## config.mk

```make
export PLATFORM = sky130hd
export DESIGN_NAME = led_command_packet_decoder_flat
export DESIGN_NICKNAME = d
export VERILOG_FILES = /design/src/hw/rtl/lcpd_pkg.sv /design/src/hw/rtl/lcpd_if.sv /design/src/hw/rtl/lcpd_framer.sv /design/src/hw/rtl/lcpd_sequencer.sv /design/src/hw/rtl/led_command_packet_decoder.sv /design/src/flat_wrapper.sv
export SDC_FILE = /design/constraint.sdc
export NUM_CORES = 1
export LEC_CHECK = 0
export BUFFER_PORTS_ARGS = -buffer_cell sky130_fd_sc_hd__buf_2
export CAP_MARGIN = 20
export CORE_MARGIN = 10
export CORE_UTILIZATION = 63
export DETAILED_ROUTE_END_ITERATION = 12
export PLACE_DENSITY = 0.8
export SYNTH_ARGS = -nofsm -noshare
export SYNTH_HDL_FRONTEND = slang
export SYNTH_SLANG_ARGS = --single-unit
```

## constraint.sdc

```tcl
create_clock -name i_clk -period 6.55 [get_ports i_clk]
set_input_delay 0.9825 -clock i_clk [delete_from_list [all_inputs] [get_ports i_clk]]
set_output_delay 0.9825 -clock i_clk [all_outputs]
set_load 0.05 [all_outputs]
```

## src/hw/rtl/lcpd_pkg.sv

```systemverilog
// ----------------------------------------------------------------------------
// LED command packet decoder package
// Shared types, command codes and helper functions of the packet decoder.
// ----------------------------------------------------------------------------
`default_nettype none

package lcpd_pkg;

    localparam int unsigned FRAME_COUNT  = 6;
    localparam int unsigned PIXEL_COUNT  = 192;
    localparam int unsigned PIXEL_GROUPS = PIXEL_COUNT / 3;
    // Reciprocal for the frame modulo; exact for any 8-bit value and up to eight frames.
    localparam int unsigned FRAME_RECIP  = (65536 + FRAME_COUNT - 1) / FRAME_COUNT;

    localparam logic [7:0] RESET_MIN  = 8'hF0;
    localparam logic [7:0] CMD_FLIP   = 8'h80;
    localparam logic [7:0] CMD_DOT    = 8'hC0;
    localparam logic [7:0] CMD_ADDR   = 8'hD0;
    localparam logic [7:0] CMD_UNLOCK = 8'hE0;
    localparam logic [7:0] CMD_SELECT = 8'hE1;
    localparam logic [7:0] UNLOCK_0   = 8'hF0;
    localparam logic [7:0] UNLOCK_1   = 8'hF1;
    localparam logic [7:0] UNLOCK_2   = 8'hF2;
    localparam logic [7:0] ADDR_KEY   = 8'hF5;
    localparam logic [7:0] ADDR_MIN   = 8'hF0;
    localparam logic [7:0] BROADCAST  = 8'hFF;

    localparam logic [3:0] PIXEL_LAST = 4'd2;
    localparam logic [3:0] DOT_LAST   = 4'd11;

    typedef enum logic [1:0] {
        KIND_PIXEL = 2'd0,
        KIND_FLIP  = 2'd1,
        KIND_DOT   = 2'd2,
        KIND_ADDR  = 2'd3
    } t_kind;

    typedef enum logic [1:0] {
        LINK_IDLE   = 2'd0,
        LINK_READY  = 2'd1,
        LINK_ACTIVE = 2'd2
    } t_link;

    typedef enum logic [1:0] {
        POS_CMD = 2'd0,
        POS_D0  = 2'd1,
        POS_D1  = 2'd2,
        POS_D2  = 2'd3
    } t_pos;

    // A decoded packet handed from the framer to the result sequencer.
    typedef struct packed {
        logic       load;
        t_kind      kind;
        logic [7:0] base;
        logic [7:0] v0;
        logic [7:0] v1;
        logic [7:0] v2;
        logic [2:0] fa;
        logic [2:0] fb;
    } t_burst;

    function automatic logic [2:0] frame_mod(input logic [7:0] x);
        logic [24:0] prod;
        logic [7:0]  q;
        logic [10:0] qm;
        logic [10:0] rem;
        prod = 25'(x) * 25'(FRAME_RECIP);
        q    = prod[23:16];
        qm   = 11'(q) * 11'(FRAME_COUNT);
        rem  = 11'(x) - qm;
        return rem[2:0];
    endfunction

    // Packs three 6-bit correction values into the byte at position idx.
    function automatic logic [7:0] dot_byte(input logic [3:0] idx, input logic [5:0] r,
                                            input logic [5:0] g, input logic [5:0] b);
        logic [7:0] res;
        case (idx)
            4'd0, 4'd9:  res = {g[1:0], r};
            4'd1, 4'd10: res = {b[3:0], g[5:2]};
            4'd2:        res = {r, b[5:4]};
            4'd3:        res = {b[1:0], g};
            4'd4:        res = {r[3:0], b[5:2]};
            4'd5:        res = {g, r[5:4]};
            4'd6:        res = {r[1:0], b};
            4'd7:        res = {g[3:0], r[5:2]};
            4'd8:        res = {b, g[5:4]};
            4'd11:       res = {6'd0, b[5:4]};
            default:     res = 8'd0;
        endcase
        return res;
    endfunction

endpackage

`default_nettype wire

```

## src/hw/rtl/lcpd_if.sv

```systemverilog
// ----------------------------------------------------------------------------
// LED command packet decoder channels
// Valid/ready interfaces for the byte input and the result output.
// ----------------------------------------------------------------------------
`default_nettype none

interface lcpd_byte_if;
    logic       valid;
    logic       ready;
    logic [7:0] data_byte;
    logic       address_pin;

    modport source (output valid, output data_byte, output address_pin, input ready);
    modport sink (input valid, input data_byte, input address_pin, output ready);
endinterface

interface lcpd_result_if;
    logic       valid;
    logic       ready;
    logic [1:0] kind;
    logic [7:0] index;
    logic [7:0] value;
    logic [2:0] frame_a;
    logic [2:0] frame_b;
    logic       last;

    modport source (output valid, output kind, output index, output value,
                    output frame_a, output frame_b, output last, input ready);
    modport sink (input valid, input kind, input index, input value,
                  input frame_a, input frame_b, input last, output ready);
endinterface

`default_nettype wire

```

## src/hw/rtl/lcpd_framer.sv

```systemverilog
// ----------------------------------------------------------------------------
// LED command packet framer
// Frames bytes into packets, tracks the link state and decodes each packet.
// ----------------------------------------------------------------------------
`default_nettype none

module lcpd_framer (
    input  wire logic          i_clk,
    input  wire logic          i_rst_n,
    lcpd_byte_if.sink          i_byte,
    input  wire logic          i_can_load,
    output lcpd_pkg::t_burst   o_burst
);

    lcpd_pkg::t_pos  r_pos, n_pos;
    lcpd_pkg::t_link r_link, n_link;
    logic [7:0]      r_cmd, n_cmd;
    logic [7:0]      r_d0, n_d0;
    logic [7:0]      r_d1, n_d1;
    logic [7:0]      r_addr, n_addr;
    logic            r_latch, n_latch;
    logic [2:0]      r_wfs, n_wfs;
    logic [2:0]      r_dfs, n_dfs;

    logic            hs;
    logic [7:0]      b;
    logic [7:0]      new_addr;
    logic            addr_ok;
    logic [2:0]      flip_d;
    logic [2:0]      flip_w;

    // Only the last byte of a packet can produce results, so only it waits.
    assign i_byte.ready = (r_pos != lcpd_pkg::POS_D2) || i_can_load;
    assign hs           = i_byte.valid && i_byte.ready;
    assign b            = i_byte.data_byte;
    assign new_addr     = {r_d1[3:0], b[3:0]};
    assign addr_ok      = (r_d0 == lcpd_pkg::ADDR_KEY) && (r_d1 >= lcpd_pkg::ADDR_MIN)
                          && (b >= lcpd_pkg::ADDR_MIN) && (new_addr != lcpd_pkg::BROADCAST)
                          && !(r_latch && i_byte.address_pin);
    assign flip_d       = lcpd_pkg::frame_mod(r_d1);
    assign flip_w       = lcpd_pkg::frame_mod(b);

    always_comb begin
        n_pos   = r_pos;
        n_link  = r_link;
        n_cmd   = r_cmd;
        n_d0    = r_d0;
        n_d1    = r_d1;
        n_addr  = r_addr;
        n_latch = r_latch;
        n_wfs   = r_wfs;
        n_dfs   = r_dfs;
        o_burst = '0;
        if (hs) begin
            case (r_pos)
                lcpd_pkg::POS_CMD: begin
                    if (b >= lcpd_pkg::RESET_MIN) begin
                        n_link = lcpd_pkg::LINK_IDLE;
                    end else begin
                        n_cmd = b;
                        n_pos = lcpd_pkg::POS_D0;
                    end
                end
                lcpd_pkg::POS_D0: begin
                    n_d0  = b;
                    n_pos = lcpd_pkg::POS_D1;
                end
                lcpd_pkg::POS_D1: begin
                    n_d1  = b;
                    n_pos = lcpd_pkg::POS_D2;
                end
                default: begin
                    n_pos = lcpd_pkg::POS_CMD;
                    if (r_cmd < lcpd_pkg::CMD_ADDR && r_link != lcpd_pkg::LINK_ACTIVE) begin
                        n_link = r_link;
                    end else if (r_cmd == lcpd_pkg::CMD_UNLOCK) begin
                        if (r_d0 == lcpd_pkg::UNLOCK_0 && r_d1 == lcpd_pkg::UNLOCK_1
                            && b == lcpd_pkg::UNLOCK_2) begin
                            n_link = lcpd_pkg::LINK_READY;
                        end else begin
                            n_link = lcpd_pkg::LINK_IDLE;
                        end
                    end else if (r_link == lcpd_pkg::LINK_IDLE) begin
                        n_link = r_link;
                    end else if (r_cmd < 8'(lcpd_pkg::PIXEL_GROUPS)) begin
                        o_burst.load = 1'b1;
                        o_burst.kind = lcpd_pkg::KIND_PIXEL;
                        o_burst.base = (r_cmd << 1) + r_cmd;
                        o_burst.v0   = r_d0;
                        o_burst.v1   = r_d1;
                        o_burst.v2   = b;
                        o_burst.fa   = r_wfs;
                    end else if (r_cmd == lcpd_pkg::CMD_FLIP) begin
                        n_dfs        = flip_d;
                        n_wfs        = flip_w;
                        o_burst.load = 1'b1;
                        o_burst.kind = lcpd_pkg::KIND_FLIP;
                        o_burst.fa   = flip_d;
                        o_burst.fb   = flip_w;
                    end else if (r_cmd == lcpd_pkg::CMD_DOT) begin
                        o_burst.load = 1'b1;
                        o_burst.kind = lcpd_pkg::KIND_DOT;
                        o_burst.v0   = r_d0;
                        o_burst.v1   = r_d1;
                        o_burst.v2   = b;
                    end else if (r_cmd == lcpd_pkg::CMD_ADDR) begin
                        if (addr_ok) begin
                            n_addr       = new_addr;
                            o_burst.load = 1'b1;
                            o_burst.kind = lcpd_pkg::KIND_ADDR;
                            o_burst.v0   = new_addr;
                        end
                    end else if (r_cmd == lcpd_pkg::CMD_SELECT) begin
                        n_latch = 1'b1;
                        if (r_d0 == r_addr || r_d0 == lcpd_pkg::BROADCAST) begin
                            n_link = lcpd_pkg::LINK_ACTIVE;
                        end else begin
                            n_link = lcpd_pkg::LINK_READY;
                        end
                    end else begin
                        n_link = lcpd_pkg::LINK_IDLE;
                    end
                end
            endcase
        end
    end

    always_ff @(posedge i_clk) begin
        if (!i_rst_n) begin
            r_pos   <= lcpd_pkg::POS_CMD;
            r_link  <= lcpd_pkg::LINK_IDLE;
            r_cmd   <= 8'd0;
            r_d0    <= 8'd0;
            r_d1    <= 8'd0;
            r_addr  <= 8'd0;
            r_latch <= 1'b0;
            r_wfs   <= 3'd0;
            r_dfs   <= 3'd0;
        end else begin
            r_pos   <= n_pos;
            r_link  <= n_link;
            r_cmd   <= n_cmd;
            r_d0    <= n_d0;
            r_d1    <= n_d1;
            r_addr  <= n_addr;
            r_latch <= n_latch;
            r_wfs   <= n_wfs;
            r_dfs   <= n_dfs;
        end
    end

    a_load_at_end: assert property (@(posedge i_clk) disable iff (!i_rst_n)
        o_burst.load |-> (hs && r_pos == lcpd_pkg::POS_D2))
        else $error("packet decoded outside the last byte of a packet");

    a_load_room: assert property (@(posedge i_clk) disable iff (!i_rst_n)
        o_burst.load |-> i_can_load)
        else $error("packet decoded while the sequencer is still busy");

    a_frames_bounded: assert property (@(posedge i_clk) disable iff (!i_rst_n)
        (32'(r_wfs) < lcpd_pkg::FRAME_COUNT) && (32'(r_dfs) < lcpd_pkg::FRAME_COUNT))
        else $error("frame selection out of range");

    a_pos_advance: assert property (@(posedge i_clk) disable iff (!i_rst_n)
        (hs && r_pos == lcpd_pkg::POS_D0) |=> (r_pos == lcpd_pkg::POS_D1))
        else $error("byte position did not advance");

endmodule

`default_nettype wire

```

## src/hw/rtl/lcpd_sequencer.sv

```systemverilog
// ----------------------------------------------------------------------------
// LED command packet result sequencer
// Holds one decoded packet and emits its results one word per cycle while o_result.ready is high.
// ----------------------------------------------------------------------------
`default_nettype none

module lcpd_sequencer (
    input  wire logic          i_clk,
    input  wire logic          i_rst_n,
    input  wire lcpd_pkg::t_burst i_burst,
    output logic               o_can_load,
    lcpd_result_if.source      o_result
);

    logic            r_busy, n_busy;
    lcpd_pkg::t_kind r_kind, n_kind;
    logic [7:0]      r_base, n_base;
    logic [7:0]      r_v0, n_v0;
    logic [7:0]      r_v1, n_v1;
    logic [7:0]      r_v2, n_v2;
    logic [2:0]      r_fa, n_fa;
    logic [2:0]      r_fb, n_fb;
    logic [3:0]      r_cnt, n_cnt;

    logic [3:0]      last_idx;
    logic            is_last;
    logic            hs;

    always_comb begin
        case (r_kind)
            lcpd_pkg::KIND_PIXEL: last_idx = lcpd_pkg::PIXEL_LAST;
            lcpd_pkg::KIND_DOT:   last_idx = lcpd_pkg::DOT_LAST;
            default:              last_idx = 4'd0;
        endcase
    end

    assign is_last    = (r_cnt == last_idx);
    assign hs         = o_result.valid && o_result.ready;
    assign o_can_load = !r_busy || (hs && is_last);

    assign o_result.valid   = r_busy;
    assign o_result.kind    = r_kind;
    assign o_result.frame_a = r_fa;
    assign o_result.frame_b = r_fb;
    assign o_result.last    = is_last;

    always_comb begin
        case (r_kind)
            lcpd_pkg::KIND_PIXEL: begin
                o_result.index = r_base + 8'(r_cnt);
                case (r_cnt[1:0])
                    2'd0:    o_result.value = r_v0;
                    2'd1:    o_result.value = r_v1;
                    default: o_result.value = r_v2;
                endcase
            end
            lcpd_pkg::KIND_DOT: begin
                o_result.index = 8'(r_cnt);
                o_result.value = lcpd_pkg::dot_byte(r_cnt, r_v0[7:2], r_v1[7:2], r_v2[7:2]);
            end
            default: begin
                // Page flips carry a zero value; address changes carry the new address.
                o_result.index = 8'd0;
                o_result.value = r_v0;
            end
        endcase
    end

    always_comb begin
        n_busy = r_busy;
        n_kind = r_kind;
        n_base = r_base;
        n_v0   = r_v0;
        n_v1   = r_v1;
        n_v2   = r_v2;
        n_fa   = r_fa;
        n_fb   = r_fb;
        n_cnt  = r_cnt;
        if (hs) begin
            if (is_last) begin
                n_busy = 1'b0;
            end else begin
                n_cnt = r_cnt + 4'd1;
            end
        end
        if (i_burst.load) begin
            n_busy = 1'b1;
            n_cnt  = 4'd0;
            n_kind = i_burst.kind;
            n_base = i_burst.base;
            n_v0   = i_burst.v0;
            n_v1   = i_burst.v1;
            n_v2   = i_burst.v2;
            n_fa   = i_burst.fa;
            n_fb   = i_burst.fb;
        end
    end

    always_ff @(posedge i_clk) begin
        if (!i_rst_n) begin
            r_busy <= 1'b0;
            r_cnt  <= 4'd0;
            r_kind <= lcpd_pkg::KIND_PIXEL;
        end else begin
            r_busy <= n_busy;
            r_cnt  <= n_cnt;
            r_kind <= n_kind;
        end
    end

    always_ff @(posedge i_clk) begin
        r_base <= n_base;
        r_v0   <= n_v0;
        r_v1   <= n_v1;
        r_v2   <= n_v2;
        r_fa   <= n_fa;
        r_fb   <= n_fb;
    end

    a_cnt_bounded: assert property (@(posedge i_clk) disable iff (!i_rst_n)
        r_busy |-> (r_cnt <= last_idx))
        else $error("result counter ran past the end of the packet");

    a_drain: assert property (@(posedge i_clk) disable iff (!i_rst_n)
        (hs && is_last && !i_burst.load) |=> !r_busy)
        else $error("sequencer stayed busy after the final word");

    a_step: assert property (@(posedge i_clk) disable iff (!i_rst_n)
        (hs && !is_last) |=> (r_busy && r_cnt == $past(r_cnt) + 4'd1))
        else $error("result counter did not step");

endmodule

`default_nettype wire

```

## src/hw/rtl/led_command_packet_decoder.sv

```systemverilog
// The first result of a packet is offered in the cycle after its fourth byte is taken.
// Throughput: one byte per cycle; a packet yields 0, 1, 3 or 12 results, one per cycle if ready.
// The fourth byte of a packet waits while the result sequencer still holds results of an
// earlier packet, unless the final one of them is taken in the same cycle.
// Reset (synchronous, active low) clears the framing position, link state, own address,
// address latch and frame selections, and drops any pending results.
// ----------------------------------------------------------------------------
// LED command packet decoder
// Decodes 4-byte command packets from a serial link into pixel, frame and setup words.
// ----------------------------------------------------------------------------
`default_nettype none

module led_command_packet_decoder (
    input  wire logic       i_clk,
    input  wire logic       i_rst_n,
    lcpd_byte_if.sink       i_byte,
    lcpd_result_if.source   o_result
);

    lcpd_pkg::t_burst burst;
    logic             can_load;

    lcpd_framer u_framer (
        .i_clk      (i_clk),
        .i_rst_n    (i_rst_n),
        .i_byte     (i_byte),
        .i_can_load (can_load),
        .o_burst    (burst)
    );

    lcpd_sequencer u_sequencer (
        .i_clk      (i_clk),
        .i_rst_n    (i_rst_n),
        .i_burst    (burst),
        .o_can_load (can_load),
        .o_result   (o_result)
    );

endmodule

`default_nettype wire
```

## src/flat_wrapper.sv

```systemverilog
// flat-port wrapper written by rule: the top's interface ports become plain ports
module led_command_packet_decoder_flat 
  (i_clk, i_rst_n, i_byte_valid, i_byte_data_byte, i_byte_address_pin, i_byte_ready, o_result_valid, o_result_kind, o_result_index, o_result_value, o_result_frame_a, o_result_frame_b, o_result_last, o_result_ready);
  lcpd_byte_if i_byte_i ();
  lcpd_result_if o_result_i ();
  input  wire logic i_clk;
  input  wire logic i_rst_n;
  input wire logic [$bits(i_byte_i.valid)-1:0] i_byte_valid;
  input wire logic [$bits(i_byte_i.data_byte)-1:0] i_byte_data_byte;
  input wire logic [$bits(i_byte_i.address_pin)-1:0] i_byte_address_pin;
  output wire logic [$bits(i_byte_i.ready)-1:0] i_byte_ready;
  output wire logic [$bits(o_result_i.valid)-1:0] o_result_valid;
  output wire logic [$bits(o_result_i.kind)-1:0] o_result_kind;
  output wire logic [$bits(o_result_i.index)-1:0] o_result_index;
  output wire logic [$bits(o_result_i.value)-1:0] o_result_value;
  output wire logic [$bits(o_result_i.frame_a)-1:0] o_result_frame_a;
  output wire logic [$bits(o_result_i.frame_b)-1:0] o_result_frame_b;
  output wire logic [$bits(o_result_i.last)-1:0] o_result_last;
  input wire logic [$bits(o_result_i.ready)-1:0] o_result_ready;
  assign i_byte_i.valid = i_byte_valid;
  assign i_byte_i.data_byte = i_byte_data_byte;
  assign i_byte_i.address_pin = i_byte_address_pin;
  assign i_byte_ready = i_byte_i.ready;
  assign o_result_valid = o_result_i.valid;
  assign o_result_kind = o_result_i.kind;
  assign o_result_index = o_result_i.index;
  assign o_result_value = o_result_i.value;
  assign o_result_frame_a = o_result_i.frame_a;
  assign o_result_frame_b = o_result_i.frame_b;
  assign o_result_last = o_result_i.last;
  assign o_result_i.ready = o_result_ready;
  led_command_packet_decoder u_core (.i_clk(i_clk), .i_rst_n(i_rst_n), .i_byte(i_byte_i), .o_result(o_result_i));
endmodule
```

==> reports/metrics.csv, run 1 <==
metric,value,unit
layout cells sized above 1,8.34,%
pre-CTS setup slack,0.872,ns
GR Util met1,29.3,%
largest net degree at the start of global routing,37,
Worst Skew,0.0119,ns
num ports,40,
Die W,129,µm
final period utilization,81.2,%
fin nets,1003,
GPL Wtd Cong,0.963,
hold_sp,u_core.u_framer.r_latch,
# Post-CTS Setup Buffers,0,
pins over their slew limit,0,
Max Freq,188,MHz
first-pass GRT wire length,30900,µm
CTS sink count,85,
post-synth cell types,70,
Post-CTS Hold Buffers,0,
vias,6221,
critical path type,in -> reg,
Root Buffer,clkbuf_16,
IO Port Bufs,39,
worst hold path class,reg -> reg,
Tot Pwr,0.00151,W
number of CTS-inserted buffers,9,
crit path from,i_byte_data_byte[2],
antenna cells,0,
flop2flop setup slack,1.23,ns
crit end category,flop,
routed vias/inst,6.26,
Worst path most repeated cell,inv_1,
Clock H-tree levels,3,
clk buf depth,2,
Final Worst Setup Slack,1.23,ns
register area share after synthesis,27.7,%
DRC viols,0,
top_reg_cell synth,dfxtp_1,
Core Area,0.0116,mm²
Post-synth EDFFs,38,
GRT Total Usage,22.6,%
register bit total from synthesis,85,
grt met3 use,3.63,%
Post-CTS Resized,0,
antenna violations before repair,0,
Async SR Flop Fraction,0,%
Starting Density,65.0,%
Tmin final,5.32,ns
Crit path required time,6.75,ns
dominant cell type by area after synthesis,ha_1,
Synth Cell Area,0.00752,mm²
layer carrying the most global-route usage,met2,
drt initial violations,924,
Mapped Nets,978,
worst r2r dst,u_core.u_sequencer.o_result.frame_a[2],
vias in the first global route,6160,
Syn Inst Count,821,
fill count,923,
Die H,129,µm
top post-synthesis cells by area,"ha_1 (18%), edfxtp_1 (15%), dfxtp_1 (13%)",
CP Cell Sequence,"buf_2, ha_1, inv_1, fa_1, inv_1, fa_1, inv_1, fa_1, inv_1, ha_1, a21o_1, a22oi_1, nand3_1, xor2_1, ha_1, xor2_1, xnor2_1, xnor2_1, or3_1, a21oi_1",
Commonest cells post-synth,"ha_1 (110), inv_1 (95), nand2_1 (58), nor2_1 (58), a21oi_1 (55)",
Critical Path AT,5.52,ns
count of final hold-check violations,0,
"antenna viol nets, final",0,
outcome,"finished, final reports clean",
row count,39,
P_leak,3.59,nW
CP max stage cell,fa_1,
DR pass1 iterations,6,
Peak VDD IR,0.176,mV
setup violators final,0,
Hold Worst Slack,0.485,ns
R2R Path Start,u_core.u_framer.r_d1[2],
unrepaired setup endpoints after global routing,no,
met2 GRT Util,38.1,%
most common cell in the netlist,ha_1,
post-synthesis area per instance,9.16,µm²
Power Density,186,mW/mm²
Routed WL per cell,18.7,µm
worst skew pair latency,0.35,ns
Worst R2R Path Depth,21,
Detail Placement HPWL,14300,µm
area share of the largest cell type after synthesis,18.3,%
total gr overflow,0,
clk slew on worst S/H paths,0.07,ns
Least-Margin Pin Slew,0.880,ns
maxcap violations,0,
TNS Setup,0,ns
Synthesis Warnings,0,
Max-slew headroom,41.3,%
drt total wl,18600,µm
CP max stage delay,0.53,ns
Die Footprint,0.0167,mm²
Critical Path Sink,u_core.u_sequencer.o_result.frame_b[2],
synthesis-to-layout area growth,7.99,%
CP Max Fanout,9,
CP Launch Type,input pin,
CTS tree,built,
[metrics by stage]
stage          utilization, %  cell area [µm²]  cells
2_1_floorplan               -             7520    821
3_3_place_gp             67.4             7790    977
3_5_place_dp             67.4             7790    977
4_1_cts                  70.0             8100    993
5_1_grt                  70.2             8120    994
6_report                 70.2             8120    994
[sequential cells by signal (all words and copies together), names as in the netlist, 3 cells and up]
register / count
u_core.u_sequencer.r_cnt: 4
u_core.u_framer.r_wfs: 3
u_core.u_sequencer.r_base: 8
u_core.u_sequencer.o_result.frame_a: 3
u_core.u_framer.r_addr: 8
u_core.u_sequencer.o_result.frame_b: 3
u_core.u_framer.r_d0: 8
u_core.u_sequencer.r_v2: 8
u_core.u_framer.r_d1: 8
u_core.u_sequencer.r_v0: 8
u_core.u_sequencer.r_v1: 8
u_core.u_framer.r_cmd: 8
[worst min path at each step]
stage                                    to  slack [ns]  cells past startpoint
finish              u_core.u_framer.r_latch        0.49                      2
global placement    u_core.u_framer.r_latch        0.46                      2
detailed placement  u_core.u_framer.r_latch        0.47                      2
CTS                 u_core.u_framer.r_latch        0.48                      2
floorplan           u_core.u_framer.r_latch        0.44                      2
global route        u_core.u_framer.r_latch        0.53                      2
[metal layers]
metal | vias up | wire, µm
met2 | 295 | 9070
met4 | 0 | 353
li1 | 2963 | -
met3 | 39 | 1400
met5 | - | 0
met1 | 2924 | 7810
[power by group]
| group | total (W) | internal [W] | switching (W) |
|---|---|---|---|
| logic | 0.000419 | 0.000174 | 0.000245 |
| registers | 0.000571 | 0.000558 | 0.0000134 |
| clock network | 0.000521 | 0.000300 | 0.000221 |
[placed cells by master, fill, tap and decap left out, types with 10 or more instances in the layout]
cell type / instances
a31oi_1: 10
a22o_1: 12
xor2_1: 11
dfxtp_1: 47
xnor2_1: 22
edfxtp_1: 38
nand2_1: 58
nor2_1: 58
mux2i_1: 24
o21ai_0: 22
buf_2: 39
a21oi_1: 55
and2_1: 15
a22oi_1: 18
ha_1: 110
nand4_1: 16
nor3_1: 19
inv_1: 95
fa_1: 34
nand3_1: 31
[cell families (layout without fill, tap and decap cells)]
logic type      Yosys count  count (layout)  synth area share (%)
buf+inv                 125             155                  6.37
mux                      25              25                  3.35
fa+ha+maj               144             144                  27.4
simple gates            239             239                  16.0
compound gates          170             170                  15.4
xor+xnor                 33              33                  3.84
flops                    85              85                  27.7
[worst max-delay path, delay by kind of cell]
kind,cells,cell delay (ns)
xor gates and xnor gates,4,0.60
and+or+nand+nor,2,0.52
AOI/OAI and AO/OA,3,0.58
buffers and inverters,5,0.42
adders and majority gates,6,2.40
[layout make-up]
class	instances	area, µm²	share of cell area, %
clock buffer	9	225	2.77
clock inverter	7	81.3	1.00
inverter	97	364	4.49
multi-input combinational	611	4960	61.1
sequential	85	2080	25.6
tap	143	179	2.20
timing repair buffer	42	230	2.84
Power figures use the tool's default switching activity.
==> run 2, diff against run 1 <==
==> constraint.sdc (replaced) <==
create_clock -name i_clk -period 4.9 [get_ports i_clk]
set_input_delay 0.735 -clock i_clk [delete_from_list [all_inputs] [get_ports i_clk]]
set_output_delay 0.735 -clock i_clk [all_outputs]
set_load 0.05 [all_outputs]
==> reports/metrics.csv, run 2 (synthesized netlist as in run 1, its figures left out) <==
metric,value,unit
outcome,"finished, final reports clean",
clk slew on worst S/H paths,0.07,ns
first-pass GRT wire length,31600,µm
most frequent cells in the layout,"ha_1 (102), inv_1 (92), nor2_1 (57), nand2_1 (57), a21oi_1 (53)",
worst skew pair latency,0.34,ns
Clock H-tree levels,3,
Core Area,0.0116,mm²
CTS tree,built,
CP Max Fanout,3,
largest net degree at the start of global routing,30,
crit end category,flop,
antenna cells,0,
design area,0.00848,mm²
fin nets,1032,
row count,39,
num ports,40,
DR pass1 iterations,5,
pins over their slew limit,0,
setup violators final,0,
critical path type,in -> reg,
synthesis-to-layout area growth,12.8,%
Max Freq,212,MHz
total gr overflow,0,
Tot Pwr,0.00206,W
count of final hold-check violations,0,
Routed WL per cell,18.9,µm
Peak VDD IR,0.233,mV
Hold Worst Slack,0.481,ns
Root Buffer,clkbuf_16,
routed vias/inst,6.31,
vias in the first global route,6380,
Least-Margin Pin Slew,0.942,ns
vias,6451,
CTS sink count,85,
final period utilization,96.5,%
worst hold path class,reg -> reg,
Power Density,243,mW/mm²
layout cells sized above 1,14.7,%
IO Port Bufs,39,
R2R Path Start,u_core.u_framer.r_d1[7],
P_leak,3.70,nW
Worst Skew,0.00821,ns
Die H,129,µm
CP Launch Type,input pin,
Tmin final,4.73,ns
Placed Instance Area,0.00803,mm²
hold_sp,u_core.u_framer.r_latch,
Crit path required time,5.10,ns
drt initial violations,799,
clk buf depth,2,
Die W,129,µm
Final Worst Setup Slack,0.173,ns
drt total wl,19300,µm
Max-slew headroom,37.1,%
antenna violations before repair,0,
crit path from,i_byte_data_byte[7],
"commonest non-fill, non-tap cell in the layout",ha_1,
DRC viols,0,
Critical Path AT,4.93,ns
GRT Total Usage,23.2,%
pre-CTS setup slack,-0.320,ns
Die Footprint,0.0167,mm²
fill count,839,
Starting Density,65.0,%
"antenna viol nets, final",0,
Detail Placement HPWL,14700,µm
maxcap violations,0,
number of CTS-inserted buffers,9,
GPL Wtd Cong,0.913,
==> run 2: changes by cell type in the layout (fill, tap and decap cells not counted), sizes merged <==
cell      delta
inv          -1
buf         +29
clkinvlp     +2
clkinv       -1
==> run 2: final cells by class <==
class                      instances  area, µm²  area share (%)
clock buffer                       9        225            2.66
clock inverter                     7       75.1           0.885
inverter                          97        364            4.29
multi-input combinational        611       5100            60.1
sequential                        85       2090            24.7
tap                              143        179            2.11
timing repair buffer              71        448            5.28
==> run 2: worst paths after layout <==
| check | end | depth (start not counted) | slack (ns) |
|---|---|---|---|
| max | u_core.u_sequencer.o_result.frame_b[2] | 18 | 0.17 |
| min | u_core.u_framer.r_latch | 2 | 0.48 |
| max reg2reg | u_core.u_sequencer.o_result.frame_a[2] | 23 | 0.18 |
| min reg2reg | u_core.u_framer.r_latch | 2 | 0.48 |
==> run 2: through the flow <==
step | util, % | TNS, ns | std cells
after global routing | 73.3 | -0.0722 | 1023
final | 73.3 | 0 | 1023
after CTS | 72.3 | 0 | 1022
after floorplan | - | 0 | 821
after global placement | 69.4 | -0.235 | 1006
after detailed placement | 69.4 | -0.729 | 1006
==> run 2: metal layers <==
layer  GRT usage [%]  vias up  part of all wire [%]
met5               0        -                     0
li1                -     3027                     -
met3            5.42       47                   8.0
met4            7.63        0                   2.8
met1            30.2     3079                    43
met2            37.3      298                    47
==> run 2: where the power goes <==
part	total [W]	internal, W	switching, W
Combinational	0.000615	0.000267	0.000348
Clock	0.000683	0.000396	0.000286
Sequential	0.000761	0.000745	0.0000157
Total	0.00206	0.00141	0.000650
==> run 2: repair_timing <==
action / CTS / global route
endpoints found under the setup margin: 1 / 3
gates resized for setup: 7 / 24
setup buffers: 0 / 1
hold buffers: 0 / 0
pin swaps: 3 / 26
==> run 2: worst max-delay path, stage by stage <==
cell     delay (ns)
buf_2          0.16
buf_4          0.16
ha_1           0.21
fa_2           0.60
fa_1           0.43
fa_1           0.52
ha_1           0.32
nand3_2        0.12
nor3_2         0.20
a22oi_2        0.08
nand3_1        0.11
xor2_1         0.15
ha_1           0.18
xor2_1         0.18
xnor2_1        0.16
xnor2_1        0.10
or3_1          0.37
a21oi_1        0.14
